[src/sv/pus_ram.sv]
// generic simple dual-port ram with registered read
`timescale 1ns / 1ps
`default_nettype none

module pus_ram #(
   parameter int WIDTH = 8,
   parameter int DEPTH = 16,
   localparam int AW = (DEPTH > 1) ? $clog2(DEPTH) : 1
) (
   input  wire logic             clock,
   input  wire logic             wr_en,
   input  wire logic [AW-1:0]    wr_addr,
   input  wire logic [WIDTH-1:0] wr_data,
   input  wire logic             rd_en,
   input  wire logic [AW-1:0]    rd_addr,
   output logic      [WIDTH-1:0] rd_data
);

   logic [WIDTH-1:0] mem_ff [DEPTH];
   logic [WIDTH-1:0] rd_data_ff;

   // write port
   always_ff @(posedge clock) begin
      if (wr_en) begin
         mem_ff[wr_addr] <= wr_data;
      end
   end

   // read port, data holds between reads
   always_ff @(posedge clock) begin
      if (rd_en) begin
         rd_data_ff <= mem_ff[rd_addr];
      end
   end

   assign rd_data = rd_data_ff;

endmodule

`default_nettype wire

[config.mk]
export PLATFORM = sky130hd
export DESIGN_NAME = pus_ram
export DESIGN_NICKNAME = d
export VERILOG_FILES = /design/src/sv/pus_ram.sv
export SDC_FILE = /design/constraint.sdc
export NUM_CORES = 1
export LEC_CHECK = 0
export BUFFER_PORTS_ARGS = -buffer_cell sky130_fd_sc_hd__buf_4
export CELL_PAD_IN_SITES_DETAIL_PLACEMENT = 0
export CELL_PAD_IN_SITES_GLOBAL_PLACEMENT = 1
export CORE_MARGIN = 5
export CORE_UTILIZATION = 50
export DETAILED_ROUTE_END_ITERATION = 10
export PLACE_DENSITY_LB_ADDON = 0.1
export SYNTH_ARGS = -nofsm -noshare
export SYNTH_HDL_FRONTEND = slang
export SYNTH_SLANG_ARGS = --single-unit
[constraint.sdc]
create_clock -name clock -period 3.77 [get_ports clock]
set_clock_uncertainty 0.1 [all_clocks]
set_input_delay 0.754 -clock clock [delete_from_list [all_inputs] [get_ports clock]]
set_output_delay 0.754 -clock clock [all_outputs]
set_load 0.02 [all_outputs]
# [Word level (Yosys, flattened, before mapping)]
# Memories as Yosys holds them, arrays and structs flattened. A register that Yosys moved wholly into a read port is not among the register bits.
# Index checks and enable logic that the tools add are counted.
[word_totals] reg_bits=0 ram_bits=128 in_bits=19 output_inout_bits=8 word_cells=3 n_memories=1
[op_classes] n_mux=2
[mem_list] memory="mem_ff" depth=16 width=8 read_ports=1 rd_ports_with_merged_regs=1 write_ports=1 line_no="19" text="logic [WIDTH-1:0] mem_ff [DEPTH];"
[ops] op="two-way mux 1 bit" n=2

# [Depth between registers and ports, before layout]
[depth] depth_word=2 mapped_depth=5 depth_no_buf=3

# [Worst setup path after synthesis]
# No wires, ideal clock.
[synth_timing] path_type="input to register" from="in wr_addr[2]" to="mem mem_ff[0][0] (enable)" setup_ns=0.383 arrival_ns=1.864 required_time_ns=3.287 path_slack_ns=1.423 stages=2 path_buffers=0 path_cell_list="or3b_2 -> nor3_1"
[synth_lines] item="start, declared" line_no="12" text="input wire logic [AW-1:0] wr_addr,"
[synth_lines] item="end, declared" line_no="19"
# No word-level cell before the write port.

==> results_dict.tcl <==
set metrics [dict create \
    htreeDepth 4 \
    p_total_mw 3.49 \
    dieArea_um2 12600 \
    fill_cells 751 \
    wl_um 9870 \
    setup_tns_ns 0 \
    ant_nets 0 \
    maxCapViolations 0 \
    timing.hold.ws_ns 0.457 \
    synth_warnings 0 \
    slowest_delay_ns 0.63 \
    leakagePower_nw 2.06 \
    initial_core_util 0.509 \
    status "finished clean" \
    grt_pass1_wl_um 15400 \
    gp_congestion 0.692 \
    max_freq_mhz 470 \
    synth_edf_count 136 \
    synthMuxAreaShare 0.148 \
    endpoint "rd_data[0]" \
    core_um2 10300 \
    hold_start "rd_en" \
    relSlewSlack 0.374 \
    vias 2385 \
    cts_tree "built" \
    arrival_ns 2.28 \
    power_density_nw_per_um2 569 \
    synth_most_common_cell "edfxtp_1" \
    grt.total_usage 0.169 \
    finalCritPeriodShare 0.564 \
    synthXorXnorAreaFrac 0 \
    yosysTopAreaCellShare 0.781 \
    dp_hpwl_um 6120 \
    cp.required_ns 3.92 \
    cts_sinks 136 \
    crit_slowest_cell "mux4_1" \
    synth_nets 248 \
    postSynth.asyncResetShare 0 \
    reg2regPathDepth 3 \
    critPathBufInv 1 \
    synth_area_leaders "edfxtp_1 78%, mux4_2 7.8%, mux4_1 7.0%" \
    worstReg2RegEnd "rd_data[0]" \
    cp_max_fo 32 \
    grt_pass1_vias 2526 \
    synth_compound_area_frac 0.0230 \
    rsz0062_at_grt "false" \
    cp.depth 4 \
    synth_area_um2 5230 \
    crit_path_start_kind "input pin" \
    dr.first_iter.drc_count 139 \
    synth_top_family_by_area "multiplexers" \
    yosys.area_share.adder 0 \
    layout.nets 290 \
    hold_path_class "input pin to register" \
    path_clk_slew_ns 0.06 \
    finalSetupViolCount 0 \
    syn_avg_cell_area_um2 22.8 \
    cts-root-buf "clkbuf_8" \
    firstDrtPassIters 4 \
    ys_seq_area_frac 0.781 \
    crit_chain "buf_4, mux4_1, a22oi_1, nand2_1" \
    placed_area_um2 5560 \
    cts.path.max_buffers 2 \
    worstMarginPinSlew_ns 0.935 \
    place_inst 388 \
    hold_viol 0 \
    yosys.area.top_type "edfxtp_1" \
    num_rows 37 \
    yosys.area_share.simple 0.0314 \
    crit_family "multiplexers" \
    ff2ff_setup_slack_ns 2.17 \
    syn_inst 229 \
    wl_per_cell_um 23.5 \
    cts_inserted_buffers 17 \
    cts_resized 0 \
    die_w_um 112 \
    r2r_start "mem_ff[2][0]" \
    synth_cell_types 18 \
    clk_latency_ns 0.51 \
    fin_util 0.597 \
    ir_drop_mv 0.275 \
    slew_viol_final 0 \
    die_h_um 112 \
    startpoint "rd_addr[0]" \
    final_area_um2 6140 \
    worstSetupPathType "input pin to register" \
    grt_overflow 0 \
    via_per_inst 5.69 \
    drive_gt1_frac 0.276 \
    final_cells 419 \
    min_period_ns 2.13 \
    num_antenna_cells 0 \
    synthToLayoutAreaGrowth_pct 17.4 \
    crit_path_end_kind "register" \
    ys_ff_latch 136 \
    port_buffers 26 \
    grt_max_degree 33 \
    ys.flop_type "edfxtp_1" \
    hold_buffers 0 \
    postCtsSetupBuffers 0 \
    antenna_found_initial 0 \
    drc 0 \
    yosys-top-cells-count "136 x edfxtp_1, 18 x mux4_2, 16 x a22oi_1, 14 x mux4_1, 13 x nor2_1" \
    num_io_pins 27 \
    pre_cts_ws_ns 1.07 \
    setup_slack_ns 1.64 \
]
## logic make-up after synthesis
logic type	Yosys count
compound gates	16
buf+inv	10
flops	136
mux	32
simple gates	35
## worst register-to-register path: cells and delay by family, from the launching register on
kind               cells  cell delay (ns)
AOI/OAI and AO/OA      1             0.29
DFF                    1             0.36
muxes                  1             0.49
and+or+nand+nor        1             0.10
## cell usage in the layout (no fill, tap or decap), types with 2 or more instances in the layout
master / n
edfxtp_1: 136
buf_4: 33
mux4_2: 18
a22oi_1: 16
clkbuf_16: 16
mux4_1: 14
nor2_1: 13
nand2_1: 9
clkinv_2: 5
nor3_1: 4
bufinv_16: 4
clkinv_1: 4
nand3b_1: 2
nand2b_1: 2
## layer usage
| metal | part of all wire | track usage | vias up |
|---|---|---|---|
| met5 | 0 | 0 | - |
| met4 | 0.010 | 0.0529 | 0 |
| met3 | 0.032 | 0.0523 | 10 |
| met2 | 0.48 | 0.252 | 49 |
| met1 | 0.48 | 0.242 | 1263 |
| li1 | - | - | 1063 |
## area by class of cell
cell class	instances	area (um^2)	area share
timing repair buffer	33	248	0.0404
tap	136	170	0.0277
clock inverter	13	160	0.0261
clock buffer	18	418	0.0681
multi-input combinational	83	1060	0.172
sequential	136	4080	0.665
## flip-flops by register name, indices dropped and copies added (netlist names)
| register | count |
|---|---|
| mem_ff | 128 |
| rd_data | 8 |
## power by group
group	internal (mW)	leakage, nW	switching (mW)
combinational	0.0694	0.533	0.0948
sequential	1.70	1.24	0.00909
clock	1.05	0.288	0.562
## worst min-delay path by stage
| stage | end | slack (ns) | depth (start not counted) |
|---|---|---|---|
| after floorplan | rd_data[0] | 0.60 | 3 |
| after global placement | rd_data[3] | 0.63 | 3 |
| after detailed placement | rd_data[3] | 0.63 | 3 |
| after CTS | mem_ff[14][3] | 0.44 | 1 |
| after global routing | rd_data[4] | 0.43 | 1 |
| final | rd_data[2] | 0.46 | 1 |
Power figures use the tool's default switching activity.
