## src/sv/pus_pkg.sv

```systemverilog
// shared types, constants and helpers for the png scanline unfilter
`timescale 1ns / 1ps
`default_nettype none

package pus_pkg;

   // default geometry
   localparam int DEF_MAX_WIDTH       = 4096;
   localparam int DEF_BYTES_PER_PIXEL = 4;

   // register file
   localparam int   CSR_ADDR_W       = 3;
   localparam int   CSR_DATA_W       = 32;
   localparam int   IMAGE_WIDTH_W    = 13;
   localparam int   IMAGE_HEIGHT_W   = 16;
   localparam logic REG_IMAGE_WIDTH  = 1'b0;
   localparam logic REG_IMAGE_HEIGHT = 1'b1;

   // highest legal filter code
   localparam logic [7:0] FILTER_MAX = 8'd4;

   typedef enum logic [2:0] {
      FLT_NONE  = 3'd0,
      FLT_SUB   = 3'd1,
      FLT_UP    = 3'd2,
      FLT_AVG   = 3'd3,
      FLT_PAETH = 3'd4,
      FLT_BAD   = 3'd5
   } filter_type;

   // one sample on its way from the counter stage to reconstruction
   typedef struct packed {
      logic [7:0] raw;
      filter_type filter;
      logic       first_row;
      logic       first_pixel;
      logic       row_end;
      logic       image_end;
   } pus_item_type;

   // paeth predictor: nearest of left, up, up-left to left + up - up-left
   function automatic logic [7:0] paeth_pick(input logic [7:0] a,
                                             input logic [7:0] b,
                                             input logic [7:0] c);
      logic signed [9:0] p;
      logic signed [9:0] da;
      logic signed [9:0] db;
      logic signed [9:0] dc;
      p  = $signed({2'b00, a}) + $signed({2'b00, b}) - $signed({2'b00, c});
      da = p - $signed({2'b00, a});
      db = p - $signed({2'b00, b});
      dc = p - $signed({2'b00, c});
      if (da < 0) da = -da;
      if (db < 0) db = -db;
      if (dc < 0) dc = -dc;
      if (da <= db && da <= dc) return a;
      else if (db <= dc) return b;
      else return c;
   endfunction

endpackage

`default_nettype wire

```

## src/sv/pus_ctrl.sv

```systemverilog
// row and column sequencing, line store read issue and sample stage register
`timescale 1ns / 1ps
`default_nettype none

module pus_ctrl #(
   parameter int MAX_WIDTH       = 4096,
   parameter int BYTES_PER_PIXEL = 4,
   localparam int LINE_DEPTH = MAX_WIDTH * BYTES_PER_PIXEL,
   localparam int ADDR_W     = (LINE_DEPTH > 1) ? $clog2(LINE_DEPTH) : 1,
   localparam int COL_W      = $clog2(LINE_DEPTH + 1)
) (
   input  wire logic                              clock,
   input  wire logic                              reset,
   input  wire logic                              req_valid,
   input  wire logic [7:0]                        req_data_byte,
   output logic                                   req_stall,
   input  wire logic [pus_pkg::IMAGE_WIDTH_W-1:0] cfg_width,
   input  wire logic [pus_pkg::IMAGE_HEIGHT_W-1:0] cfg_height,
   input  wire logic                              b_take,
   output logic                                   b_valid,
   output pus_pkg::pus_item_type                  b_item,
   output logic      [ADDR_W-1:0]                 b_addr,
   output logic                                   rd_en,
   output logic      [ADDR_W-1:0]                 rd_addr
);

   import pus_pkg::*;

   localparam logic [COL_W-1:0] BPP_COL = COL_W'(BYTES_PER_PIXEL);

   logic                      awaiting_ff, awaiting_in;
   logic                      first_row_ff, first_row_in;
   logic [COL_W-1:0]          col_ff, col_in;
   logic [IMAGE_HEIGHT_W-1:0] row_ff, row_in;
   filter_type                filter_ff, filter_in;
   logic                      b_valid_ff, b_valid_in;
   pus_item_type              b_item_ff, b_item_in;
   logic [ADDR_W-1:0]         b_addr_ff, b_addr_in;

   logic                      hold;
   logic                      accept;
   logic [31:0]               width_eff;
   logic [COL_W-1:0]          stride;
   logic [IMAGE_HEIGHT_W-1:0] height_eff;
   logic [COL_W-1:0]          col_next;
   logic [IMAGE_HEIGHT_W-1:0] row_next;
   logic                      row_end;
   logic                      image_end;

   // handshake: the sample stage blocks input only while it cannot drain
   assign hold      = b_valid_ff & ~b_take;
   assign req_stall = hold;
   assign accept    = req_valid & ~hold;

   // effective row length and image height
   always_comb begin
      width_eff = {{(32 - IMAGE_WIDTH_W){1'b0}}, cfg_width};
      if (width_eff == 32'd0) width_eff = 32'd1;
      if (width_eff > 32'(MAX_WIDTH)) width_eff = 32'(MAX_WIDTH);
      stride     = COL_W'(width_eff * 32'(BYTES_PER_PIXEL));
      height_eff = (cfg_height == '0) ? IMAGE_HEIGHT_W'(1) : cfg_height;
   end

   // end of row and end of image detection
   always_comb begin
      col_next  = col_ff + COL_W'(1);
      row_next  = row_ff + IMAGE_HEIGHT_W'(1);
      row_end   = (col_next >= stride);
      image_end = row_end & ((row_next >= height_eff) | (row_next == '0));
   end

   // counter next state
   always_comb begin
      awaiting_in  = awaiting_ff;
      first_row_in = first_row_ff;
      col_in       = col_ff;
      row_in       = row_ff;
      filter_in    = filter_ff;
      if (accept) begin
         if (awaiting_ff) begin
            awaiting_in = 1'b0;
            col_in      = '0;
            filter_in   = (req_data_byte > FILTER_MAX) ? FLT_BAD
                                                       : filter_type'(req_data_byte[2:0]);
         end else if (row_end) begin
            awaiting_in = 1'b1;
            col_in      = '0;
            if (image_end) begin
               row_in       = '0;
               first_row_in = 1'b1;
            end else begin
               row_in       = row_next;
               first_row_in = 1'b0;
            end
         end else begin
            col_in = col_next;
         end
      end
   end

   // sample stage next state
   always_comb begin
      b_valid_in = b_valid_ff;
      b_item_in  = b_item_ff;
      b_addr_in  = b_addr_ff;
      if (accept && !awaiting_ff) begin
         b_valid_in            = 1'b1;
         b_item_in.raw         = req_data_byte;
         b_item_in.filter      = filter_ff;
         b_item_in.first_row   = first_row_ff;
         b_item_in.first_pixel = (col_ff < BPP_COL);
         b_item_in.row_end     = row_end;
         b_item_in.image_end   = image_end;
         b_addr_in             = col_ff[ADDR_W-1:0];
      end else if (b_take) begin
         b_valid_in = 1'b0;
      end
   end

   // control registers
   always_ff @(posedge clock) begin
      if (reset) begin
         awaiting_ff  <= 1'b1;
         first_row_ff <= 1'b1;
         col_ff       <= '0;
         row_ff       <= '0;
         filter_ff    <= FLT_NONE;
         b_valid_ff   <= 1'b0;
      end else begin
         awaiting_ff  <= awaiting_in;
         first_row_ff <= first_row_in;
         col_ff       <= col_in;
         row_ff       <= row_in;
         filter_ff    <= filter_in;
         b_valid_ff   <= b_valid_in;
      end
   end

   // sample payload
   always_ff @(posedge clock) begin
      b_item_ff <= b_item_in;
      b_addr_ff <= b_addr_in;
   end

   // the line store is read as the sample enters the stage
   assign rd_en   = accept & ~awaiting_ff;
   assign rd_addr = col_ff[ADDR_W-1:0];

   assign b_valid = b_valid_ff;
   assign b_item  = b_item_ff;
   assign b_addr  = b_addr_ff;

   // a filter byte always opens the row at column zero
   a_col_zero_at_filter: assert property (@(posedge clock) disable iff (reset)
      awaiting_ff |-> col_ff == '0)
      else $error("column count not zero while waiting for filter byte");

   // the last sample of a row is followed by a filter byte
   a_row_end_awaits: assert property (@(posedge clock) disable iff (reset)
      accept && !awaiting_ff && row_end |=> awaiting_ff)
      else $error("row ended without returning to filter byte");

   // a stalled sample keeps its line store address
   a_stage_holds: assert property (@(posedge clock) disable iff (reset)
      b_valid_ff && !b_take |=> b_valid_ff && $stable(b_addr_ff))
      else $error("sample stage lost a pending sample");

endmodule

`default_nettype wire

```

## config.mk

```make
export PLATFORM = sky130hd
export DESIGN_NAME = pus_ctrl
export DESIGN_NICKNAME = d
export VERILOG_FILES = /design/src/sv/pus_pkg.sv /design/src/sv/pus_ctrl.sv
export SDC_FILE = /design/constraint.sdc
export NUM_CORES = 1
export LEC_CHECK = 0
export ABC_AREA = 1
export BUFFER_PORTS_ARGS = -buffer_cell sky130_fd_sc_hd__buf_4
export CAP_MARGIN = 30
export CORE_AREA = 2 2 102 104
export CTS_CLUSTER_SIZE = 12
export DETAILED_ROUTE_END_ITERATION = 10
export DIE_AREA = 0 0 104 106
export PLACE_DENSITY_LB_ADDON = 0.25
export SLEW_MARGIN = 20
export SYNTH_ARGS = -nofsm -noshare
export SYNTH_HDL_FRONTEND = slang
export SYNTH_SLANG_ARGS = --single-unit
```

## constraint.sdc

```tcl
create_clock -name clock -period 3.08 [get_ports clock]
set_input_delay 0.462 -clock clock [delete_from_list [all_inputs] [get_ports clock]]
set_output_delay 0.462 -clock clock [all_outputs]
set_load 0.01 [all_outputs]
```

==> Word level (Yosys, flattened, before mapping) <==
Index checks and enable logic that the tools add are counted.
{ "op_classes": {"mux": 12, "magnitude_cmp": 5, "reduce_logical": 8, "addsub": 2, "bitwise": 8} }
{ "ops": {"columns": ["cell", "count"], "rows": [
  ["$gt A32 B13 Y1 const B", 1],
  ["$logic_not A16 Y1", 2],
  ["$mux W16", 2],
  ["$mux W15", 2],
  ["$mux W13", 2],
  ["$add A16 B1 Y16 const B", 1],
  ["$ge A16 B16 Y1", 1],
  ["$add A15 B1 Y15 const B", 1],
  ["$ge A15 B15 Y1", 1],
  ["$lt A15 B3 Y1 const B", 1],
  ["$logic_not A13 Y1", 1],
  ["$gt A8 B3 Y1 const B", 1],
  ["$mux W1", 5],
  ["$and A1 B1 Y1", 4],
  ["$mux W3", 1],
  ["$not A1 Y1", 3],
  ["$reduce_and A3 Y1", 1],
  ["$reduce_and A2 Y1", 1],
  ["$reduce_bool A2 Y1", 1],
  ["$logic_and A1 B1 Y1", 1],
  ["$logic_not A1 Y1", 1],
  ["$or A1 B1 Y1", 1]
]} }
{ "totals": {"output_inout_bits": 46, "reg_bits": 66, "elab_cells": 48, "in_bits": 41} }

==> Logic depth before layout (Yosys ltp) <==
{ "logic_depth": {"depth_word": 7, "mapped_depth": 20, "ltp_nobuf": 20} }

==> Worst setup path before layout <==
No wires, ideal clock.
{ "synth_timing": {"path_kind": "input-to-reg", "startpoint": "in b_take", "endpoint": "reg row_ff[10]", "arrival_time_ps": 2929, "n_path_buf": 1, "path_stages": 9, "t_required_ps": 3010, "setup_slack_ps": 80, "cell_sequence": "inv_1 > nand2_1 > nand2_1 > nor2_1 > nand2_2 > clkinv_1 > buf_2 > nand4_1 > a21oi_1"} }
{ "synth_between": {"elab_chain_cells": 5} }
{ "synth_rtl": {"columns": ["item", "line_no", "rtl"], "rows": [
  ["start: declaration", "pus_ctrl.sv:19", "input wire logic b_take,"],
  ["$not A1 Y1", "pus_ctrl.sv:51", "assign hold = b_valid_ff & ~b_take;"],
  ["$and A1 B1 Y1", "pus_ctrl.sv:51", null],
  ["$not A1 Y1", "pus_ctrl.sv:53", "assign accept = req_valid & ~hold;"],
  ["$and A1 B1 Y1", "pus_ctrl.sv:53", null],
  ["$reduce_and A3 Y1 (no line)", null, null],
  ["end signal: assignment", "pus_ctrl.sv:133", "row_ff <= row_in;"],
  ["end: declaration", "pus_ctrl.sv:34", "logic [IMAGE_HEIGHT_W-1:0] row_ff, row_in;"]
]} }
No other way between the ends.
A chain may end at the register's enable or synchronous reset.

==> Final worst setup path <==
{ "layout_timing": {"startpoint": "reg col_ff[1]", "endpoint": "reg row_ff[5]"} }
{ "layout_between": {"elab_chain_cells": 4, "word_cells_on_any_way": 5} }
{ "layout_rtl": {"columns": ["item", "line_no", "rtl"], "rows": [
  ["start: declaration", "pus_ctrl.sv:33", "logic [COL_W-1:0] col_ff, col_in;"],
  ["start signal: assignment", "pus_ctrl.sv:132", "col_ff <= col_in;"],
  ["$add A15 B1 Y15 (*)", "pus_ctrl.sv:66", "col_next = col_ff + COL_W'(1);"],
  ["$ge A15 B15 Y1 (*)", "pus_ctrl.sv:68", "row_end = (col_next >= stride);"],
  ["net row_end", "pus_ctrl.sv:47", "logic row_end;"],
  ["$and A1 B1 Y1", "pus_ctrl.sv:69", "image_end = row_end & ((row_next >= height_eff) | (row_next == '0));"],
  ["$mux W16", "pus_ctrl.sv:88", "if (image_end) begin"]
]} }
Mark *: on every way through the listed nets, which the timed path passes. The rest lies on a longest branch.

==> run metrics <==
outcome=finished clean; Pwr per Cell Area=about 410 nW/µm²; P&R area growth vs syn=25.3%; fraction of layout cells with a size suffix above 1=21.6%; Crit Path Max Fanout=16; DP HPWL=around 7.7 mm; DR iter-0 viols=approximately 250; Critical Path RT=3290 ps; vias in the first global route=3455; port bufs=86; total power=2.08 mW; Synth cell types=35; Rows=37; first drt pass iteration count=4; Avg Inst Size Synth=approximately 7.6 µm²; Vias/cell=between 4 and 5; clk_skew=12.5 ps; final period utilization=95.1%; routed wire length=between 9 and 10 mm; Hold Worst Slack=309 ps; DR vias=about 3700; Mapped Cells=535; Clock Tree Buf Depth=2; Slew Limit Headroom=between 60% and 70%; Worst Max-Slew Pin Slew=505 ps; largest net degree at the start of global routing=29; Starting Density=approximately 41%; commonest non-fill, non-tap cell in the layout=nand2_1; IO Pins=just under 90; antenna viol nets, final=0; WHS Path Cells=1; fmax=roughly 340 MHz; Die Ht=~110 µm; Max-Cap Viols=0; final setup vio count=0; Setup crit end kind=flip-flop; initial antenna violation count=0; clock root cell=clkbuf_8; clock sinks=66; commonest non-fill, non-tap cells in the layout=141 x nand2_1, 93 x buf_4, 73 x inv_1, 40 x a21oi_1, 36 x dfxtp_1; Post-Syn Area=between 4000 and 5000 µm²; diode count=0; core box area=around 10000 µm²; Startpoint Class=flip-flop; synthesized net count=607; Slew Limit Fails=0; # H-tree levels=3; # fillers=approximately 1000; Final nets=around 690; aggregate global routing overflow=0; worst vdd ir=between 0.15 and 0.2 mV; Yosys Warn Count=0; static leakage=around 2.4 nW; Die X-Extent=about 100 µm; All-Layer GR Usage=18.1%; die area=11000 µm²; register bit count reported by yosys=between 60 and 70; Num CTS Buffers=9; final hold vios=0; critical path class=flip-flop to flip-flop; global-route wire length before repair=about 16 mm; min Tclk post-route=~2900 ps; Hold WC Path Type=input port to flip-flop; routability cong.=just under 0.9; Critical Path AT=around 3100 ps; Reg clk slew, reported paths=80 ps; hold_sp=req_data_byte[6]; drt wl/cell=roughly 13 µm; worst r2r src=col_ff[1]$_SDFFE_PP0P_; CTS tree=built; Reg2Reg Depth=20; register area share after synthesis=between 30% and 40%; clk_lat worst skew=~340 ps; DRC viols=0; Critical Path Start=col_ff[1]$_SDFFE_PP0P_
-- flip-flops by register name, indices dropped and copies added, names as in the netlist --
signal,count
row_ff,16
b_item,15
col_ff,15
b_addr,14
filter_ff,3
awaiting_ff,1
b_valid,1
first_row_ff,1
-- logic make-up (layout without fill, tap and decap cells) --
logic type	Yosys count	count (layout)	share of synthesized area (%)
flip-flops	66	66	39.4
XOR/XNOR	11	11	2.36
adder cells (fa/ha/maj)	31	31	9.49
AO/OA/AOI/OAI	64	64	8.54
buffers and inverters	102	188	10.9
AND/OR/NAND/NOR	261	261	29.3
-- metal layers --
| layer | GRT usage, % | vias up | wire [µm] | share of wire (%) |
|---|---|---|---|---|
| met5 | 0 | - | 0 | 0 |
| met4 | 5.79 | 0 | 109 | 1.1 |
| met3 | 2.76 | 8 | 568 | 5.7 |
| met2 | 30.4 | 103 | 4660 | 47 |
| met1 | 23.9 | 1685 | 4600 | 46 |
| li1 | - | 1925 | - | - |
-- final timing paths --
kind	slack [ps]	endpoint
worst max-delay path	150	row_ff[5]$_SDFFE_PP0P_
worst min-delay path	310	b_item[13]$_DFFE_PP_
worst max register to register	150	row_ff[5]$_SDFFE_PP0P_
worst min register to register	430	b_item[5]$_DFFE_PP_
-- report_power, final --
group | total, mW | leakage, nW | internal (mW) | switching [mW]
clock | 0.962 | 0.131 | 0.620 | 0.343
sequential | 0.940 | 0.567 | 0.932 | 0.00768
combinational | 0.173 | 1.70 | 0.0807 | 0.0924
-- stage by stage --
step | setup TNS [ps] | worst slack, ps | std cells | cell area [µm²] | util [%]
after floorplan | 0 | 80.1 | 535 | 4090 | -
after global placement | 0 | 205 | 740 | 4830 | 48.3
after detailed placement | 0 | 140 | 740 | 4830 | 48.3
after CTS | 0 | 132 | 756 | 5090 | 50.9
after global routing | -453 | -55.6 | 757 | 5120 | 51.2
final | 0 | 151 | 757 | 5120 | 51.2
-- cells in the mapped netlist --
cell type / instances / area (µm²)
o21ai_0: 12 / 60.1
buf_6: 1 / 11.3
clkinv_1: 2 / 7.51
inv_2: 1 / 3.75
clkbuf_1: 8 / 30.0
nor3_1: 5 / 25.0
nor4_1: 10 / 62.6
nor3_2: 1 / 10.0
edfxtp_1: 29 / 871
nand2_2: 7 / 43.8
nor2_4: 4 / 45.0
nor2_2: 2 / 12.5
o211ai_1: 1 / 7.51
nand3_1: 21 / 105
a41o_1: 1 / 10.0
nand4_1: 27 / 169
ha_1: 31 / 388
o21ai_1: 4 / 20.0
dfxtp_1: 37 / 741
buf_4: 14 / 105
a21boi_2: 1 / 11.3
o21bai_1: 3 / 22.5
and2_1: 1 / 6.26
xnor2_1: 4 / 35.0
nand3_4: 1 / 17.5
buf_2: 3 / 15.0
a21oi_1: 40 / 200
o211a_1: 1 / 10.0
nor2_1: 37 / 139
nand3b_1: 3 / 22.5
nand3_2: 1 / 10.0
nand2_1: 141 / 529
inv_1: 73 / 274
xor2_1: 7 / 61.3
o21a_1: 1 / 7.51
-- cell type report --
cell class                      instances  area (µm²)  area share [%]
Tap cell                              136         170            3.32
Multi-Input combinational cell        367        2040            39.8
Inverter                               76         285            5.57
Timing Repair Buffer                   96         748            14.6
Clock inverter                          7         141            2.76
Sequential cell                        66        1610            31.5
Clock buffer                            9         124            2.42
-- what timing repair did --
action / 4_1_cts / 5_1_grt
setup endpoints to repair: 0 / 33
buffers inserted: 0 / 1
endpoints found under the hold margin: 0 / 0
resized for setup: 0 / 8
hold buffers: 0 / 0
-- critical path: stages (launching register included) --
cell	delay, ps
dfxtp_1	340
ha_2	200
nand2_1	90
nor2_2	110
nand2_1	120
nor2_2	210
nand4_1	120
xor2_1	150
inv_1	70
ha_1	320
nand2_1	70
nand2_1	50
nand3_1	60
nand2_1	60
a21oi_1	140
nand3_2	120
nand2_2	110
clkinv_1	90
buf_8	160
nand4_1	100
a21oi_1	80
Power figures use the tool's default switching activity.
