<file path="src/sv/pus_pkg.sv">
// shared types, constants and helpers for the png scanline unfilter
`timescale 1ns / 1ps
`default_nettype none

package pus_pkg;

   // default geometry
   localparam int DEF_MAX_WIDTH       = 4096;
   localparam int DEF_BYTES_PER_PIXEL = 4;

   // register file
   localparam int   CSR_ADDR_W       = 3;
   localparam int   CSR_DATA_W       = 32;
   localparam int   IMAGE_WIDTH_W    = 13;
   localparam int   IMAGE_HEIGHT_W   = 16;
   localparam logic REG_IMAGE_WIDTH  = 1'b0;
   localparam logic REG_IMAGE_HEIGHT = 1'b1;

   // highest legal filter code
   localparam logic [7:0] FILTER_MAX = 8'd4;

   typedef enum logic [2:0] {
      FLT_NONE  = 3'd0,
      FLT_SUB   = 3'd1,
      FLT_UP    = 3'd2,
      FLT_AVG   = 3'd3,
      FLT_PAETH = 3'd4,
      FLT_BAD   = 3'd5
   } filter_type;

   // one sample on its way from the counter stage to reconstruction
   typedef struct packed {
      logic [7:0] raw;
      filter_type filter;
      logic       first_row;
      logic       first_pixel;
      logic       row_end;
      logic       image_end;
   } pus_item_type;

   // paeth predictor: nearest of left, up, up-left to left + up - up-left
   function automatic logic [7:0] paeth_pick(input logic [7:0] a,
                                             input logic [7:0] b,
                                             input logic [7:0] c);
      logic signed [9:0] p;
      logic signed [9:0] da;
      logic signed [9:0] db;
      logic signed [9:0] dc;
      p  = $signed({2'b00, a}) + $signed({2'b00, b}) - $signed({2'b00, c});
      da = p - $signed({2'b00, a});
      db = p - $signed({2'b00, b});
      dc = p - $signed({2'b00, c});
      if (da < 0) da = -da;
      if (db < 0) db = -db;
      if (dc < 0) dc = -dc;
      if (da <= db && da <= dc) return a;
      else if (db <= dc) return b;
      else return c;
   endfunction

endpackage

`default_nettype wire

</file>
<file path="src/sv/pus_recon.sv">
// filter reversal, neighbor history and result register
`timescale 1ns / 1ps
`default_nettype none

module pus_recon #(
   parameter int ADDR_W          = 14,
   parameter int BYTES_PER_PIXEL = 4
) (
   input  wire logic                  clock,
   input  wire logic                  reset,
   input  wire logic                  b_valid,
   input  wire pus_pkg::pus_item_type b_item,
   input  wire logic [ADDR_W-1:0]     b_addr,
   input  wire logic [7:0]            up_byte,
   output logic                       b_take,
   output logic                       wr_en,
   output logic      [ADDR_W-1:0]     wr_addr,
   output logic      [7:0]            wr_data,
   output logic                       rsp_valid,
   input  wire logic                  rsp_stall,
   output logic      [7:0]            rsp_pixel_byte,
   output logic                       rsp_row_end,
   output logic                       rsp_image_end,
   output logic                       rsp_bad_filter
);

   import pus_pkg::*;

   logic [7:0] left_ff   [BYTES_PER_PIXEL];
   logic [7:0] upleft_ff [BYTES_PER_PIXEL];

   logic       rsp_valid_ff, rsp_valid_in;
   logic [7:0] rsp_pixel_byte_ff;
   logic       rsp_row_end_ff;
   logic       rsp_image_end_ff;
   logic       rsp_bad_filter_ff;

   logic       out_free;
   logic [7:0] up;
   logic [7:0] left;
   logic [7:0] upleft;
   logic [8:0] avg_sum;
   logic [7:0] predict;
   logic [7:0] recon;

   // result register can take a new transaction
   assign out_free = ~rsp_valid_ff | ~rsp_stall;
   assign b_take   = out_free;

   // neighbors, zero outside the image
   always_comb begin
      up      = b_item.first_row ? 8'd0 : up_byte;
      left    = b_item.first_pixel ? 8'd0 : left_ff[BYTES_PER_PIXEL-1];
      upleft  = b_item.first_pixel ? 8'd0 : upleft_ff[BYTES_PER_PIXEL-1];
      avg_sum = {1'b0, left} + {1'b0, up};
   end

   // predictor select
   always_comb begin
      case (b_item.filter)
         FLT_NONE:  predict = 8'd0;
         FLT_SUB:   predict = left;
         FLT_UP:    predict = up;
         FLT_AVG:   predict = avg_sum[8:1];
         FLT_PAETH: predict = paeth_pick(left, up, upleft);
         default:   predict = 8'd0;
      endcase
      recon = b_item.raw + predict;
   end

   // write back to the line store as the sample leaves
   assign wr_en   = b_valid & out_free;
   assign wr_addr = b_addr;
   assign wr_data = recon;

   // one pixel of history for left and up-left
   always_ff @(posedge clock) begin
      if (wr_en) begin
         left_ff[0]   <= recon;
         upleft_ff[0] <= up;
         for (int i = 1; i < BYTES_PER_PIXEL; i++) begin
            left_ff[i]   <= left_ff[i-1];
            upleft_ff[i] <= upleft_ff[i-1];
         end
      end
   end

   // result valid
   always_comb begin
      rsp_valid_in = rsp_valid_ff;
      if (wr_en) begin
         rsp_valid_in = 1'b1;
      end else if (!rsp_stall) begin
         rsp_valid_in = 1'b0;
      end
   end

   always_ff @(posedge clock) begin
      if (reset) begin
         rsp_valid_ff <= 1'b0;
      end else begin
         rsp_valid_ff <= rsp_valid_in;
      end
   end

   // result payload
   always_ff @(posedge clock) begin
      if (wr_en) begin
         rsp_pixel_byte_ff <= recon;
         rsp_row_end_ff    <= b_item.row_end;
         rsp_image_end_ff  <= b_item.image_end;
         rsp_bad_filter_ff <= (b_item.filter == FLT_BAD);
      end
   end

   assign rsp_valid      = rsp_valid_ff;
   assign rsp_pixel_byte = rsp_pixel_byte_ff;
   assign rsp_row_end    = rsp_row_end_ff;
   assign rsp_image_end  = rsp_image_end_ff;
   assign rsp_bad_filter = rsp_bad_filter_ff;

   // the last byte of an image is also the last of its row
   a_image_end_row_end: assert property (@(posedge clock) disable iff (reset)
      rsp_valid_ff && rsp_image_end_ff |-> rsp_row_end_ff)
      else $error("image end without row end");

   // every sample written back shows up as a result
   a_write_gives_result: assert property (@(posedge clock) disable iff (reset)
      wr_en |=> rsp_valid_ff)
      else $error("reconstructed sample not presented");

endmodule

`default_nettype wire

</file>
<file path="config.mk">
export PLATFORM = sky130hd
export DESIGN_NAME = pus_recon
export DESIGN_NICKNAME = d
export VERILOG_FILES = /design/src/sv/pus_pkg.sv /design/src/sv/pus_recon.sv
export SDC_FILE = /design/constraint.sdc
export NUM_CORES = 1
export LEC_CHECK = 0
export ABC_CLOCK_PERIOD_IN_PS = 12900
export BUFFER_PORTS_ARGS = -buffer_cell sky130_fd_sc_hd__buf_2
export CAP_MARGIN = 20
export CORE_MARGIN = 10
export CORE_UTILIZATION = 58
export DETAILED_ROUTE_END_ITERATION = 16
export MAX_ROUTING_LAYER = met4
export PLACE_DENSITY = 0.88
export SYNTH_ARGS = -nofsm -noshare
export SYNTH_HDL_FRONTEND = slang
export SYNTH_SLANG_ARGS = --single-unit
</file>
<file path="constraint.sdc">
create_clock -name clock -period 12.9 [get_ports clock]
set_input_delay 1.29 -clock clock [delete_from_list [all_inputs] [get_ports clock]]
set_output_delay 1.29 -clock clock [all_outputs]
set_load 0.005 [all_outputs]
</file>
# Word-level counts from Yosys, hierarchy flattened
# Memories as Yosys holds them, arrays and structs flattened.
# Index checks and enable logic that the tools add are counted.
dict set report word_totals {
  regBits 12
  ram_bits 64
  inputBits 41
  out_inout_bits 36
  word_cells 50
  memories 2
}
# memory words width rd rd_clocked_by_memory_dff write_ports line
set mem_list {}
lappend mem_list {left_ff 4 8 4 0 4 pus_recon.sv:29} ;# logic [7:0] left_ff [BYTES_PER_PIXEL];
lappend mem_list {upleft_ff 4 8 4 0 4 pus_recon.sv:30} ;# logic [7:0] upleft_ff [BYTES_PER_PIXEL];
dict set report classes {
  n_addsub 10
  magnitude_cmp 6
  n_eq_ne 6
  mux 16
  bitwise_logic 4
  reduce_logical 1
}
# cell count
set op_table {}
lappend op_table {{10-bit 2-to-1 mux} 6}
lappend op_table {{8-bit 2-to-1 mux} 5}
lappend op_table {{8-bit case mux with 4 select lines} 1}
lappend op_table {{10-bit <= comparator} 3}
lappend op_table {{10-bit by 1-bit less-than comparator with 1-bit output, second input constant} 3}
lappend op_table {{10-bit negator} 3}
lappend op_table {{10-bit by 9-bit subtractor with 10-bit output} 3}
lappend op_table {{8-bit by 8-bit adder with 9-bit output} 2}
lappend op_table {{9-bit by 8-bit subtractor with 10-bit output} 1}
lappend op_table {{8-bit adder} 1}
lappend op_table {{3-bit by 2-bit equality test with 1-bit output, second input constant} 2}
lappend op_table {{3-bit equality test, second input constant} 2}
lappend op_table {{1-bit 2-to-1 mux} 4}
lappend op_table {{3-bit by 1-bit equality test with 1-bit output, second input constant} 1}
lappend op_table {{2-bit inequality test, second input constant} 1}
lappend op_table {{1-bit NOT} 2}
lappend op_table {{1-bit bitwise AND} 1}
lappend op_table {{1-bit logical AND} 1}
lappend op_table {{1-bit OR} 1}

# Logic depth before layout (Yosys ltp)
dict set report logic_depth {
  depth_word 12
  mapped_depth 43
  ltp_nobuf 41
}

# Least setup slack after synthesis
# No wires, ideal clock.
dict set report synth_timing {
  kind {input-to-output}
  startpoint {in b_item[2] in the netlist's numbering}
  endpoint {out wr_data[7]}
  t_arrival_ns 8.682
  required_time_ns 11.610
  slack_ns 2.928
  path_stages 39
  n_path_buf 2
  cell_sequence {clkbuf_1 nor2b_1 inv_1 fa_1 inv_1 ha_1 nand2_1 o21ai_0 or2_2 a21oi_1 xnor2_1 ha_1 nor3_1 and3_1 o311a_2 xnor2_1 and2_1 xnor2_1 (+3 left out) a211oi_1 o21ai_0 o31a_1 a221o_1 o31ai_1 or2_1 buf_6 mux2i_1 o22ai_1 ha_1 a21o_1 a21oi_1 o21bai_1 a21oi_1 o21bai_1 a21oi_1 xor2_1 xnor2_1}
}
dict set report synth_via {
  elab_chain_len 12
  elab_cells_between_ends 28
  cone_classes {add/sub (10); order compare (6); mux (11); reduce/logical (1)}
}
# element line
set synth_rtl {}
lappend synth_rtl {{start: declaration} pus_recon.sv:12} ;# input wire pus_pkg::pus_item_type b_item,
lappend synth_rtl {{8-bit 2-to-1 mux} pus_recon.sv:53} ;# left = b_item.first_pixel ? 8'd0 : left_ff[BYTES_PER_PIXEL-1];
lappend synth_rtl {{8-bit by 8-bit adder with 9-bit output} {pus_pkg.sv:49, pus_recon.sv:55}}
lappend synth_rtl {{9-bit by 8-bit subtractor with 10-bit output} pus_pkg.sv:49} ;# p = $signed({2'b00, a}) + $signed({2'b00, b}) - $signed({2'b00, c});
lappend synth_rtl {{10-bit by 9-bit subtractor with 10-bit output, on equally long branches} {pus_pkg.sv:51, pus_pkg.sv:50, pus_pkg.sv:52}}
lappend synth_rtl {{10-bit negator (tied with other cells)} pus_pkg.sv:54} ;# if (db < 0) db = -db;
lappend synth_rtl {{10-bit 2-to-1 mux, on equally long branches} {pus_pkg.sv:54, pus_pkg.sv:53, pus_pkg.sv:55}}
lappend synth_rtl {{10-bit 2-to-1 mux} pus_recon.sv:60} ;# case (b_item.filter)
lappend synth_rtl {{10-bit <= comparator, on equally long branches} {pus_pkg.sv:57, pus_pkg.sv:56}}
lappend synth_rtl {{8-bit 2-to-1 mux / 1-bit logical AND (equally long branches)} {pus_pkg.sv:57, pus_pkg.sv:56}}
lappend synth_rtl {{8-bit 2-to-1 mux} pus_pkg.sv:56} ;# if (da <= db && da <= dc) return a;
lappend synth_rtl {{8-bit case mux with 4 select lines (*)} pus_recon.sv:60}
lappend synth_rtl {{8-bit adder (*)} pus_recon.sv:68} ;# recon = b_item.raw + predict;
lappend synth_rtl {{end: declaration} pus_recon.sv:18} ;# output logic [7:0] wr_data,
# Mark *: on every way between the ends. The rest lies on a longest branch, timed or not. The select of a mux whose other input is x is not followed.

# Final worst setup path
# Same ends and word-level chain as after synthesis.

==> flow_summary.html <==
<table>
<tr><th>Metric</th><th>Value</th></tr>
<tr><th colspan="2">Clocking</th></tr>
<tr><td>Clock latency at the later pin of the worst-skew pair</td><td>0.35 ns</td></tr>
<tr><td>CTS buffer count</td><td>9</td></tr>
<tr><td>Number of buffers inserted by post-CTS setup repair</td><td>0</td></tr>
<tr><td>Number of buffers on the longest clock path</td><td>2</td></tr>
<tr><td>CTS tree</td><td>built</td></tr>
<tr><td>Level count of the clock H-tree</td><td>3</td></tr>
<tr><td>Buffer type at the clock tree root</td><td>sky130_fd_sc_hd__clkbuf_8</td></tr>
<tr><td>Sinks on the clock net</td><td>68</td></tr>
<tr><td>Register clock-pin slew on the reported worst setup and hold paths</td><td>0.08 ns</td></tr>
<tr><td># resized after CTS</td><td>0</td></tr>
<tr><td>Hold buffers post-CTS</td><td>0</td></tr>
<tr><th colspan="2">Cells and area</th></tr>
<tr><td>Layout-stage area growth over the synthesis result</td><td>7.28%</td></tr>
<tr><td>Post-route insts no fill</td><td>814</td></tr>
<tr><td>Final nets</td><td>798</td></tr>
<tr><td>Reg area</td><td>0.00203 mm²</td></tr>
<tr><td>Area of all placed cells without fillers</td><td>0.00671 mm²</td></tr>
<tr><td>Footprint of the multi-input gates</td><td>0.00379 mm²</td></tr>
<tr><td>Share of layout cells above drive strength 1</td><td>13.4%</td></tr>
<tr><td>Number of fill cells in the layout</td><td>800</td></tr>
<tr><td>End-of-flow core utilization</td><td>64.4%</td></tr>
<tr><td>ANT cells</td><td>0</td></tr>
<tr><th colspan="2">Detailed routing</th></tr>
<tr><td>Number of DRC violations after detailed routing</td><td>0</td></tr>
<tr><td>Vias</td><td>4825</td></tr>
<tr><td>DR pass1 iterations</td><td>5</td></tr>
<tr><td>Final antenna-violating net count</td><td>0</td></tr>
<tr><td>Metal2 WL</td><td>7.52 mm</td></tr>
<tr><td>Final routed wire length divided by cell count</td><td>18.6 µm</td></tr>
<tr><td>Number of design-rule violations left by the first detailed-router iteration</td><td>344</td></tr>
<tr><td>Drt via density</td><td>5.93</td></tr>
<tr><td>Routed wire length</td><td>15.2 mm</td></tr>
<tr><td>Highest routed layer</td><td>met4</td></tr>
<tr><td>Sum of met3 wire segment lengths after detailed routing</td><td>983 µm</td></tr>
<tr><td>Wire length on met1</td><td>6.04 mm</td></tr>
<tr><th colspan="2">Place</th></tr>
<tr><td>DP Wirelength</td><td>12.5 mm</td></tr>
<tr><td>Buffers on Ports</td><td>48</td></tr>
<tr><td>Instance count after placement with tap cells included</td><td>798</td></tr>
<tr><td>Post-place instance area</td><td>0.00651 mm²</td></tr>
<tr><td>Placer congestion estimate</td><td>0.946</td></tr>
<tr><th colspan="2">Synth</th></tr>
<tr><td>Most common cell in the netlist</td><td>sky130_fd_sc_hd__ha_1</td></tr>
<tr><td>Number of instances in the synthesized netlist</td><td>637</td></tr>
<tr><td>Yosys warning total</td><td>0</td></tr>
<tr><td>Mapped Nets</td><td>762</td></tr>
<tr><td>Count of cell types in the netlist</td><td>74</td></tr>
<tr><td>Flip-flop cell with the highest count after synthesis</td><td>sky130_fd_sc_hd__edfxtp_1</td></tr>
<tr><td>Average instance area after synthesis</td><td>9.82 µm²</td></tr>
<tr><td>Number of synthesized register bits</td><td>68</td></tr>
<tr><td>Largest cells by area after synthesis</td><td>sky130_fd_sc_hd__edfxtp_1 (32%), sky130_fd_sc_hd__ha_1 (15%), sky130_fd_sc_hd__xnor2_1 (5.0%)</td></tr>
<tr><td>Cell Area, Synth</td><td>0.00625 mm²</td></tr>
<tr><td>Largest area contributor in the netlist</td><td>sky130_fd_sc_hd__edfxtp_1</td></tr>
<tr><td>Count of flip-flops with a built-in enable after synthesis</td><td>67</td></tr>
<tr><td>Part of the Yosys area used for sequential elements</td><td>32.5%</td></tr>
<tr><td>Async set-or-reset flop fraction in the synthesized netlist</td><td>0%</td></tr>
<tr><td>Leading cell types by count after synthesis</td><td>sky130_fd_sc_hd__ha_1 (73), sky130_fd_sc_hd__inv_1 (70), sky130_fd_sc_hd__edfxtp_1 (67), sky130_fd_sc_hd__a21oi_1 (38), sky130_fd_sc_hd__xnor2_1 (36)</td></tr>
<tr><td>Fraction of post-synthesis cell area in the top cell type by area</td><td>32.2%</td></tr>
<tr><th colspan="2">STA</th></tr>
<tr><td>Slew Limit Fails</td><td>0</td></tr>
<tr><td>Skew final</td><td>0.00862 ns</td></tr>
<tr><td>Highest clock rate</td><td>0.0857 GHz</td></tr>
<tr><td>Final number of hold-violating endpoints</td><td>0</td></tr>
<tr><td>Setup_tns</td><td>0 ns</td></tr>
<tr><td>Min cycle time layout</td><td>11.67 ns</td></tr>
<tr><td>Worst slew slack as a fraction of its limit</td><td>40.1%</td></tr>
<tr><td>Setup repair after global routing missed its margin</td><td>no</td></tr>
<tr><td>Portion of the clock cycle consumed by the worst path in the final layout</td><td>90.4%</td></tr>
<tr><td>Measured slew at the worst slew-check pin</td><td>0.887 ns</td></tr>
<tr><td>Finish-stage setup viols</td><td>0</td></tr>
<tr><th colspan="2">Global route</th></tr>
<tr><td>Number of global-route vias before repair</td><td>5134</td></tr>
<tr><td>Global-route wire length before repair</td><td>25.0 mm</td></tr>
<tr><td>Number of antenna violations at the first check in global routing</td><td>0</td></tr>
<tr><td>Global-route total usage across every layer</td><td>21.5%</td></tr>
<tr><td>Largest net degree at the start of global routing</td><td>68</td></tr>
<tr><td>Overflow left after global routing</td><td>0</td></tr>
<tr><th colspan="2">Setup path</th></tr>
<tr><td>Type of origin of the critical path</td><td>input pin</td></tr>
<tr><td>Largest fanout on the critical path</td><td>17</td></tr>
<tr><td>Signal arrival time at the worst endpoint</td><td>10.38 ns</td></tr>
<tr><td>Highest-delay cell along the critical path</td><td>sky130_fd_sc_hd__xnor2_1</td></tr>
<tr><td>Slowest stage delay, CP</td><td>0.58 ns</td></tr>
<tr><td>Kind of critical path</td><td>in2out</td></tr>
<tr><td>Req. time, crit path</td><td>11.61 ns</td></tr>
<tr><td>Endpoint type of the worst setup path</td><td>primary output</td></tr>
<tr><td>R2r setup slk</td><td>3.64 ns</td></tr>
<tr><th colspan="2">Die</th></tr>
<tr><td>I/O pin cnt</td><td>77</td></tr>
<tr><td>Initial standard-cell utilization of the core</td><td>60.0%</td></tr>
<tr><td>Placement row count</td><td>37</td></tr>
<tr><td>Core box area</td><td>0.0104 mm²</td></tr>
<tr><td>Die outline height</td><td>124 µm</td></tr>
<tr><td>Die Span X</td><td>124 µm</td></tr>
<tr><td>Die Area</td><td>0.0153 mm²</td></tr>
<tr><th colspan="2">Run status</th></tr>
<tr><td>Outcome</td><td>finished clean</td></tr>
<tr><th colspan="2">Min path</th></tr>
<tr><td>Worst hold-check path type</td><td>reg2reg</td></tr>
<tr><th colspan="2">Job</th></tr>
<tr><td># Max-Cap Violations</td><td>0</td></tr>
</table>
[cells by family after synthesis]
family | after synthesis | share of synthesized area, %
multiplexers | 17 | 2.82
buffers and inverters | 96 | 6.92
flip-flops | 68 | 32.5
XOR/XNOR | 66 | 9.36
AO/OA/AOI/OAI | 148 | 16.4
AND/OR/NAND/NOR | 154 | 13.2
adder cells (fa/ha/maj) | 88 | 18.8
[sequential cells by signal, indices dropped and copies added (netlist names)]
register and cells:
left_ff 32, upleft_ff 32, rsp_bad_filter 1, rsp_image_end 1
rsp_row_end 1, rsp_valid 1
[layout make-up]
class / count / share of cell area [%]
flip-flops and latches: 68 / 30.3
repair buffers: 49 / 3.69
clock inverters: 7 / 1.12
multi-input cells: 473 / 56.5
inverters: 72 / 4.03
well taps: 136 / 2.54
clock buffers: 9 / 1.85
[final timing paths]
path | start | to | cells after the start
min | upleft_ff[0][2] | upleft_ff[1][2] | 0
max reg2reg | left_ff[3][3] | left_ff[0][7] | 37
max | b_item[2] | wr_data[7] | 38
min reg2reg | upleft_ff[0][2] | upleft_ff[1][2] | 0
[per-layer routing]
metal	track usage [%]	up-vias
met5	-	-
met4	10.6	0
met3	3.80	53
met2	36.6	214
met1	23.8	2223
li1	-	2335
[stage by stage]
stage	hold slack (ns)	setup WS [ns]
5_1_grt	0.426	0.500
3_5_place_dp	0.405	1.38
3_3_place_gp	0.401	1.69
6_report	0.417	1.23
2_1_floorplan	0.400	2.93
4_1_cts	0.420	1.34
[critical path, delay by kind of cell]
family	cells	cell delay, ns
multiplexers	1	0.33
AND/OR/NAND/NOR	7	1.61
adder cells (fa/ha/maj)	5	1.65
XOR/XNOR	5	1.30
AO/OA/AOI/OAI	17	3.47
buffers and inverters	3	0.69
[layout by cell type (no fill, tap or decap), types with 8 or more instances in the layout]
cell	n
sky130_fd_sc_hd__clkbuf_8	9
sky130_fd_sc_hd__nor3_1	10
sky130_fd_sc_hd__o21ai_0	24
sky130_fd_sc_hd__nor2_1	27
sky130_fd_sc_hd__inv_1	70
sky130_fd_sc_hd__nand2b_1	22
sky130_fd_sc_hd__o21bai_1	9
sky130_fd_sc_hd__fa_1	11
sky130_fd_sc_hd__nand2_1	35
sky130_fd_sc_hd__ha_1	73
sky130_fd_sc_hd__nor2b_1	16
sky130_fd_sc_hd__a21oi_1	38
sky130_fd_sc_hd__xor2_1	29
sky130_fd_sc_hd__o22ai_1	9
sky130_fd_sc_hd__a22oi_1	8
sky130_fd_sc_hd__xnor2_1	36
sky130_fd_sc_hd__edfxtp_1	67
sky130_fd_sc_hd__buf_2	48
sky130_fd_sc_hd__a21o_1	13
sky130_fd_sc_hd__mux2i_1	15
Power is left out: the tool's default activity adds up to more than one toggle a clock period on the data nets, which glitch-free logic cannot reach.
